**src/design/crcn_pkg.sv**
```systemverilog
package crcn_pkg;

	localparam int COORD_WIDTH_DEF = 16;
	localparam int RADIUS_WIDTH = 12;
	localparam int SIZE_WIDTH = 15;
	localparam int NORM_WIDTH = 16;
	localparam int NORM_ONE = 16384;
	localparam int SQ_WIDTH = 2 * RADIUS_WIDTH;
	localparam int D2_WIDTH = SQ_WIDTH + 1;
	localparam int ROOT_BITS = 16;
	localparam int PROD_WIDTH = ROOT_BITS + D2_WIDTH + 1;
	localparam int RES_WIDTH = 60;
	localparam int SCALE_SHIFT = 30;

	typedef struct packed {
		logic [RES_WIDTH-1:0] rem;
		logic [PROD_WIDTH-1:0] prod;
		logic [ROOT_BITS-1:0] root;
		logic neg;
	} lane_t;

	typedef struct packed {
		logic valid;
		logic hit;
		logic zero;
		logic [D2_WIDTH-1:0] d2;
		lane_t lx;
		lane_t ly;
	} pipe_t;

endpackage

```
**src/design/crcn_front.sv**
```systemverilog
module crcn_front #(
	parameter int COORD_WIDTH = crcn_pkg::COORD_WIDTH_DEF
) (
	input  logic clk,
	input  logic arst_n,
	input  logic take,
	input  logic signed [COORD_WIDTH-1:0] circle_x,
	input  logic signed [COORD_WIDTH-1:0] circle_y,
	input  logic [crcn_pkg::RADIUS_WIDTH-1:0] radius,
	input  logic signed [COORD_WIDTH-1:0] box_x,
	input  logic signed [COORD_WIDTH-1:0] box_y,
	input  logic [crcn_pkg::SIZE_WIDTH-1:0] box_width,
	input  logic [crcn_pkg::SIZE_WIDTH-1:0] box_height,
	output crcn_pkg::pipe_t dout
);

	localparam int EW = ((COORD_WIDTH > crcn_pkg::SIZE_WIDTH) ? COORD_WIDTH
		: crcn_pkg::SIZE_WIDTH) + 3;
	localparam int RW = crcn_pkg::RADIUS_WIDTH;

	logic signed [EW-1:0] dx, dy;
	logic far_x, far_y;

	function automatic logic signed [EW-1:0] offset(input logic signed [COORD_WIDTH-1:0] c,
			input logic signed [COORD_WIDTH-1:0] lo, input logic [crcn_pkg::SIZE_WIDTH-1:0] sz);
		logic signed [EW-1:0] ce, le, he, cl;
		ce = EW'(c);
		le = EW'(lo);
		he = le + EW'(signed'({1'b0, sz}));
		if (ce < le) cl = le;
		else if (ce > he) cl = he;
		else cl = ce;
		return ce - cl;
	endfunction

	function automatic logic is_far(input logic signed [EW-1:0] d,
			input logic [RW-1:0] r);
		logic signed [EW-1:0] re;
		re = EW'(signed'({1'b0, r}));
		return (d > re) || (-d > re);
	endfunction

	always_comb begin
		dx = offset(circle_x, box_x, box_width);
		dy = offset(circle_y, box_y, box_height);
		far_x = is_far(dx, radius);
		far_y = is_far(dy, radius);
	end

	logic valid_s1, valid_s2;
	logic far_s1, far_s2;
	logic negx_s1, negy_s1, negx_s2, negy_s2;
	logic [RW-1:0] magx_s1, magy_s1, r_s1;
	logic [crcn_pkg::SQ_WIDTH-1:0] sqx_s2, sqy_s2, r2_s2;
	logic [crcn_pkg::D2_WIDTH-1:0] d2;

	always_ff @(posedge clk) begin
		far_s1 <= far_x || far_y;
		negx_s1 <= dx[EW-1];
		negy_s1 <= dy[EW-1];
		magx_s1 <= dx[EW-1] ? RW'(-dx) : RW'(dx);
		magy_s1 <= dy[EW-1] ? RW'(-dy) : RW'(dy);
		r_s1 <= radius;
		far_s2 <= far_s1;
		negx_s2 <= negx_s1;
		negy_s2 <= negy_s1;
		sqx_s2 <= magx_s1 * magx_s1;
		sqy_s2 <= magy_s1 * magy_s1;
		r2_s2 <= r_s1 * r_s1;
	end

	assign d2 = crcn_pkg::D2_WIDTH'(sqx_s2) + crcn_pkg::D2_WIDTH'(sqy_s2);

	always_ff @(posedge clk or negedge arst_n) begin
		if (!arst_n) begin
			valid_s1 <= 1'b0;
			valid_s2 <= 1'b0;
			dout <= '0;
		end else begin
			valid_s1 <= take;
			valid_s2 <= valid_s1;
			dout.valid <= valid_s2;
			dout.hit <= !far_s2 && (d2 <= crcn_pkg::D2_WIDTH'(r2_s2));
			dout.zero <= (d2 == '0);
			dout.d2 <= d2;
			dout.lx.rem <= crcn_pkg::RES_WIDTH'(sqx_s2) << crcn_pkg::SCALE_SHIFT;
			dout.lx.prod <= '0;
			dout.lx.root <= '0;
			dout.lx.neg <= negx_s2;
			dout.ly.rem <= crcn_pkg::RES_WIDTH'(sqy_s2) << crcn_pkg::SCALE_SHIFT;
			dout.ly.prod <= '0;
			dout.ly.root <= '0;
			dout.ly.neg <= negy_s2;
		end
	end

endmodule

```
**config.mk**
```make
export PLATFORM = sky130hd
export DESIGN_NAME = crcn_front
export DESIGN_NICKNAME = d
export VERILOG_FILES = /design/src/design/crcn_pkg.sv /design/src/design/crcn_front.sv
export SDC_FILE = /design/constraint.sdc
export NUM_CORES = 1
export LEC_CHECK = 0
export ABC_AREA = 1
export BUFFER_PORTS_ARGS = -buffer_cell sky130_fd_sc_hd__buf_4
export CAP_MARGIN = 20
export CORE_AREA = 2 2 217 219
export CTS_BUF_LIST = sky130_fd_sc_hd__clkbuf_8 sky130_fd_sc_hd__clkbuf_16
export CTS_CLUSTER_SIZE = 20
export DETAILED_ROUTE_END_ITERATION = 8
export DIE_AREA = 0 0 219 221
export PLACE_DENSITY = 0.8
export SYNTH_ARGS = -nofsm -noshare
export SYNTH_HDL_FRONTEND = slang
export SYNTH_SLANG_ARGS = --single-unit
```
**constraint.sdc**
```tcl
create_clock -name clk -period 7.7 [get_ports clk]
set_clock_uncertainty 0.05 [all_clocks]
set_input_delay 1.54 -clock clk [delete_from_list [all_inputs] [get_ports clk]]
set_output_delay 1.54 -clock clk [all_outputs]
set_load 0.02 [all_outputs]
```
[Word level (Yosys, flattened, before mapping)]
Index checks and enable logic that the tools add are counted.
Storage, ports and cells
  memory bits (writable): 0
  latch bits: 0
  logic and storage cells: 53
  memories: 0
  bits in read-only memories: 0
  output and inout bits: 266
  register bits: 194
  bits of input ports: 109
Cells by class
  multiply operators: 3
  shift-type cells: 0
  $add $sub $neg: 7
  div/mod/pow operators: 0
  mux-type cells: 6
  magnitude comparators: 9
  bitwise operators: 0
  reductions and logical operators: 6
  equality and inequality tests: 0
Operators by type and width (count)
  $gt 19x13->1: 4
  $mux 19: 4
  $mul 12x12->24: 3
  $neg 19->19: 2
  $sub 16x19->19: 2
  $add 16x16->17: 2
  $gt 16x17->1: 2
  $lt 16x16->1: 2
  $add 24x24->25: 1
  $le 25x24->1: 1
  $logic_not 25->1: 1
  $mux 12: 2
  $logic_or 1x1->1: 3
  $logic_and 1x1->1: 1
  $logic_not 1->1: 1

[Logic depth before layout (Yosys ltp)]
Gate-level depths: netlist (run 1).
  depth after elaboration: 9
  mapped depth: 51
  depth with buffers taken out: 50

[Worst setup path before layout (run 1)]
No wires, ideal clock.
  path kind: input -> register
  start point: in box_y[3]
  end point: reg far_s1
  stages on the path: 46
  library setup time: 0.119 ns
  data arrival time: 7.367 ns
  path slack: 0.164 ns
  cells stage by stage: ha_1 > a21oi_1 > o21ai_1 > a21oi_1 > o21ai_1 > a21boi_0 > o21ai_1 > xnor2_1 > ha_1 > nand2_1 > nor2_1 > a211oi_1 > nor2_1 > nor2_1 > nand3_1 > xnor2_1 > nand2_1 > buf_2 > [... 10 more ...] > nor2_2 > nand3_2 > nor2_4 > a21oi_1 > a21oi_1 > ha_1 > nand2_1 > nor2_1 > a211oi_1 > nand3_1 > a21oi_1 > nor2_1 > nor2_1 > nand3_1 > nor2_1 > nand2_1 > nand2_1 > nand3_2
Between the ends
  longest elaborated chain between the ends: 9
  elaborated cells between the ends (all ways): 11
RTL lines
  start: declaration: RTL line crcn_front.sv:11  | input logic signed [COORD_WIDTH-1:0] box_y,
  $add 16x16->17: RTL line crcn_front.sv:29  | he = le + EW'(signed'({1'b0, sz}));
  $gt 16x17->1: RTL line crcn_front.sv:31  | else if (ce > he) cl = he;
  $mux 19: RTL line crcn_front.sv:31
  $mux 19 *: RTL line crcn_front.sv:30  | if (ce < le) cl = le;
  $sub 16x19->19 *: RTL line crcn_front.sv:33  | return ce - cl;
  $neg 19->19
  $gt 19x13->1: RTL line crcn_front.sv:40  | return (d > re) || (-d > re);
  $logic_or 1x1->1 *: RTL line crcn_front.sv:40
  $logic_or 1x1->1 *: RTL line crcn_front.sv:58  | far_s1 <= far_x || far_y;
  end signal: assignment: RTL line crcn_front.sv:58
  end: declaration: RTL line crcn_front.sv:51  | logic far_s1, far_s2;
Every way passes the cells marked *; elsewhere a longest branch is shown, timed or not.

[Worst setup path in the final report (run 1)]
  start point: in box_y[0]
  end point: reg far_s1
The elaborated chain is that of the path after synthesis.

==> qor.yml, run 1 <==
outcome:
  status: "finished, final reports clean"
die:
  fp-row-count: 79
  start_util: 0.592
  core-area_um2: 46100
  die_area_um2: 48400
  die_w_um: 219
  fp.dieH_um: 221
  ios: 375
clocking:
  hold_buffers: 0
  cts_tree: "built"
  clockBufferDepth: 2
  path_clk_slew_ps: 80
  clk_latency_ps: 460
  cts_sinks: 189
  cts_root_buffer: "clkbuf_16"
  htreeDepth: 4
  cts_made_buffers: 17
cells_and_area:
  diodes: 0
  drive_gt1_frac: 0.135
  num-fill-cells: 3950
  area_growth_pct: 13.0
  multi_input_area_um2: 19700
  register_area_um2: 4170
  finalNetCount: 4704
  stdcell_count: 4581
critical_path:
  critPathMostFrequentCell: "nand3_2"
  crit_path_start_kind: "input port"
  cp.required_ps: 8010
  path_class: "in2reg"
  endpoint_kind: "register"
  reg2reg_depth: 20
  arrival_ps: 7570
  max_stage_delay_ps: 550
  critPathMaxFanout: 5
  slowest_stage: "fa_2"
placement:
  numPlacedInstances: 4538
  io_buffers: 184
  hpwlAfterDp_mm: 54.4
  place.gp.congestion: 0.938
sta:
  finalSetupViolCount: 0
  relSlewSlack: 0.350
  worst_slew_pin_slew_ps: 976
  drv_slew: 0
  period_minus_slack_ps: 7270
  post-route-period-util: 0.944
  fmax_mhz: 138
  finalHoldViolCount: 0
synthesis:
  synth_top_cell_area_share: 0.182
  async_flop_share: 0.413
  yosysTopAreaCell: "ha_1"
  ys_seq_area_frac: 0.153
  synth_cell_types: 53
  syn_area_um2: 27300
  synth_edf_count: 0
  synth.top_cells.by_area: "ha_1 18%, fa_1 17%, nand2_1 11%"
  yosys_register_bits: 189
  ys.flop_type: "dfxtp_1"
  syn_avg_cell_area_um2: 7.51
  yosys_warnings: 0
  syn_inst: 3631
detailed_routing:
  ant_nets: 0
  vias: 23250
  drt_wl_total_mm: 63.9
  drt_iter0_drc: 1144
  via_per_inst: 5.08
  drc: 0
  routedWlPerCell_um: 14.0
  drt_pass1_iterations: 6
grt:
  track_usage: 0.268
  grt_max_degree: 79
  grt_pass1_wl_mm: 107
  antenna_found_initial: 0
  overflow: 0
  grt_pass1_vias: 23425
job:
  max_cap_violations: 0
min_path:
  hold_depth: 0
  holdCritPathClass: "reg2reg"
-- final timing paths --
path	from	to	slack (ps)
min in group asynchronous	arst_n	dout[215]$_DFF_PN0_	1210
worst min-delay path	negx_s1$_DFF_P_	negx_s2$_DFF_P_	280
max in group asynchronous	arst_n	dout[105]$_DFF_PN0_	5780
worst max-delay path	box_y[0]	far_s1$_DFF_P_	430
worst min register to register	negx_s1$_DFF_P_	negx_s2$_DFF_P_	280
worst max register to register	magx_s1[5]$_DFF_P_	sqx_s2[20]$_DFF_P_	2160
-- state kept, by name, indices dropped and copies added (netlist names) --
name      cells
valid_s1      1
negx_s2       1
sqx_s2       23
far_s1        1
magx_s1      12
r_s1         12
negy_s2       1
negx_s1       1
r2_s2        23
valid_s2      1
dout         76
magy_s1      12
negy_s1       1
far_s2        1
sqy_s2       23
-- area by class of cell --
class,count,area share
inverters,751,0.0916
flip-flops and latches,189,0.136
clock inverters,15,0.00418
clock buffers,17,0.0138
repair buffers,364,0.0892
well taps,607,0.0247
multi-input cells,2638,0.641
-- stage by stage --
step	area [um^2]	TNS [ps]	util	hold WS (ps)	setup WS (ps)
6_report	30800	0	0.669	279	434
5_1_grt	30800	-97.9	0.669	288	-97.9
4_1_cts	30300	0	0.658	280	200
3_5_place_dp	29800	-259	0.646	262	-259
3_3_place_gp	29800	-106	0.646	262	-106
2_1_floorplan	28000	0	-	260	164
-- metal layers --
layer	routed length, um	vias to the layer above	global-route usage
li1	-	11621	-
met1	26100	10938	0.321
met2	33100	556	0.494
met3	2440	135	0.0201
met4	2360	0	0.104
met5	0	-	0
-- layout by cell type, fill, tap and decap left out, types with 8 or more instances in the layout --
cell type / count
nand3_1: 108
dfxtp_1: 111
a21oi_1: 185
xnor2_1: 54
and2_1: 10
a21oi_2: 18
ha_1: 381
inv_1: 744
a31oi_1: 9
o21ai_0: 138
nand3b_1: 8
o21ai_2: 8
clkbuf_16: 17
nand4_1: 48
nand2_1: 788
o211ai_1: 12
nand3_2: 11
ha_4: 11
nor3_1: 24
nand2_2: 35
buf_4: 362
a21o_1: 10
xor2_1: 87
o21ai_1: 30
dfrtp_1: 78
nor2_1: 140
fa_1: 237
o31ai_1: 10
conb_1: 190
nor2_2: 14
-- synthesized netlist by cell type, types with 6 or more instances --
master / count
a21o_1: 10
nor3b_1: 6
nand3_1: 112
a31oi_1: 9
inv_2: 6
clkbuf_1: 44
o211ai_1: 12
o21ai_0: 153
nor4_1: 6
nor2_1: 144
or2_2: 6
xor2_1: 89
a21boi_0: 6
nor2_2: 10
nand3_2: 9
inv_1: 744
nor3_1: 28
o31ai_1: 10
dfrtp_1: 78
fa_1: 238
buf_4: 190
o21ai_1: 23
dfxtp_1: 111
xnor2_1: 56
nand4_1: 48
a21oi_1: 204
nand2_2: 24
nand2_1: 799
nand3b_1: 8
ha_1: 396
and2_1: 10
-- cell families after synthesis --
| family | share of synthesized area |
|---|---|
| simple gates | 0.191 |
| buf+inv | 0.164 |
| fa+ha+maj | 0.356 |
| compound gates | 0.0877 |
| flops | 0.153 |
| xor+xnor | 0.0472 |
| other cells | 0.000138 |
| mux | 0.000413 |
-- critical path, delay by kind of cell --
family          cells  cell delay [ps]
simple gates       23             2380
buf+inv             5              550
fa+ha+maj           6             1680
xor+xnor            2              320
compound gates      9             1100
-- repair_timing --
item	CTS	global route
buffers inserted	0	11
endpoints found under the setup margin	0	1
gates resized for setup	0	98
Power of run 1 is left out: the tool's default activity adds up to more than one toggle a clock period on the data nets, which glitch-free logic cannot reach.
==> inputs of run 2 (changes only) <==
BUFFER_PORTS_ARGS = -buffer_cell sky130_fd_sc_hd__buf_2   (was -buffer_cell sky130_fd_sc_hd__buf_4)
==> run 2 against run 1 <==
Effect of this change: worst hold slack improved by 1.7 ps; via count decreased by 0.27%; worst setup slack got worse by 92 ps; maximum frequency decreased by 1.2%; die area unchanged; sequential share of layout area increased by 0.28 points; first-iteration DRC count increased by 19%; global-route usage about the same.
==> qor.yml, run 2 (same netlist as run 1, synthesis figures left out) <==
outcome:
  status: "finished, final reports clean"
job:
  max_cap_violations: 0
cells_and_area:
  area_growth_pct: 10.7
  final_cell_mix: "791 x nand2_1, 745 x inv_1, 384 x ha_1"
  largest_reg_flops: 76
  finalNetCount: 4692
  drive_gt1_frac: 0.128
  final_common_cell: "nand2_1"
  regMostFlops: "dout"
  stdcell_count: 4571
  num-fill-cells: 3911
die:
  die_w_um: 219
  fp-row-count: 79
  ios: 375
  fp.dieH_um: 221
  die_area_um2: 48400
  core-area_um2: 46100
  start_util: 0.592
sta:
  rsz0062_at_grt: "true"
  period_minus_slack_ps: 7360
  finalHoldViolCount: 0
  worst_slew_pin_slew_ps: 641
  drv_slew: 0
  relSlewSlack: 0.571
  post-route-period-util: 0.956
  fmax_mhz: 136
  finalSetupViolCount: 0
critical_path:
  crit_family: "simple AND/OR/NAND/NOR gates"
  max_stage_delay_ps: 580
  endpoint_kind: "register"
  slowest_stage: "fa_1"
  arrival_ps: 7660
  critPathMaxFanout: 5
  critPathMostFrequentCell: "nand3_2"
  crit_path_start_kind: "input port"
  path_buf_inv: 6
  cp.required_ps: 8000
  path_class: "in2reg"
grt:
  grt_pass1_vias: 23194
  track_usage: 0.268
  overflow: 0
  antenna_found_initial: 2
  grt_max_degree: 79
  grt_pass1_wl_mm: 107
min_path:
  holdCritPathClass: "reg2reg"
clocking:
  cts_sinks: 189
  htreeDepth: 4
  cts_root_buffer: "clkbuf_16"
  cts_tree: "built"
  hold_buffers: 0
  clk_latency_ps: 460
  cts_made_buffers: 17
  clockBufferDepth: 2
  path_clk_slew_ps: 80
detailed_routing:
  drt_wl_total_mm: 64.3
  vias: 23187
  via_per_inst: 5.07
  drt_pass1_iterations: 5
  routedWlPerCell_um: 14.1
  ant_nets: 0
  drc: 0
  drt_iter0_drc: 1357
placement:
  io_buffers: 184
  place.gp.congestion: 0.932
  numPlacedInstances: 4527
  hpwlAfterDp_mm: 54.6
-- run 2: metrics by stage --
stage	setup slack (ps)	instance area, um^2	utilization	hold WS [ps]	TNS (ps)
detailed placement	-235	29200	0.634	262	-235
CTS	233	29800	0.646	280	0
floorplan	164	28000	-	260	0
global placement	-76.1	29200	0.634	262	-76.1
finish	342	30200	0.655	281	0
global route	-209	30200	0.655	283	-209
-- run 2: path summary, 6_finish.rpt --
| path | slack (ps) | cells after the start | startpoint | to |
|---|---|---|---|---|
| worst max-delay path | 340 | 45 | box_y[0] | far_s1$_DFF_P_ |
| worst min-delay path | 280 | 0 | far_s1$_DFF_P_ | far_s2$_DFF_P_ |
| worst max register to register | 2040 | 19 | magy_s1[5]$_DFF_P_ | sqy_s2[20]$_DFF_P_ |
| worst min register to register | 280 | 0 | far_s1$_DFF_P_ | far_s2$_DFF_P_ |
| max in group asynchronous | 6220 | 2 | arst_n | dout[108]$_DFF_PN0_ |
| min in group asynchronous | 840 | 1 | arst_n | dout[214]$_DFF_PN0_ |
-- run 2: layer usage --
layer	global-route usage	vias up	wire (um)
li1	-	11602	-
met4	0.109	0	2600
met1	0.324	10788	26500
met5	0	-	0
met3	0.0268	156	2910
met2	0.484	641	32300
-- run 2: timing repair --
item                       CTS  global route
setup endpoints to repair    0             1
setup buffers                0             9
resized for setup            0            69
-- run 2: cell type report --
class | count | area (um^2) | share of cell area
clock buffer | 17 | 425 | 0.0141
timing repair buffer | 352 | 2220 | 0.0735
multi-input combinational | 2638 | 19600 | 0.651
clock inverter | 15 | 140 | 0.00464
tap | 607 | 759 | 0.0252
inverter | 751 | 2820 | 0.0934
antenna | 2 | 5.00 | 0.000166
sequential | 189 | 4170 | 0.138
-- run 2: worst reg2reg max path, stage by stage (launching register included) --
cell and delay [ps]:
dfxtp_1 740, nand2_1 240, fa_1 660, inv_1 60
ha_1 270, a21oi_1 250, fa_1 460, fa_1 550
inv_1 50, fa_1 430, ha_1 380, nand2_1 100
nor2_1 180, nand2_1 80, o211ai_1 110, a31oi_1 100
o21ai_0 260, a21boi_0 200, o21ai_0 270, xor2_1 160
Power of run 2 is left out for the same reason.
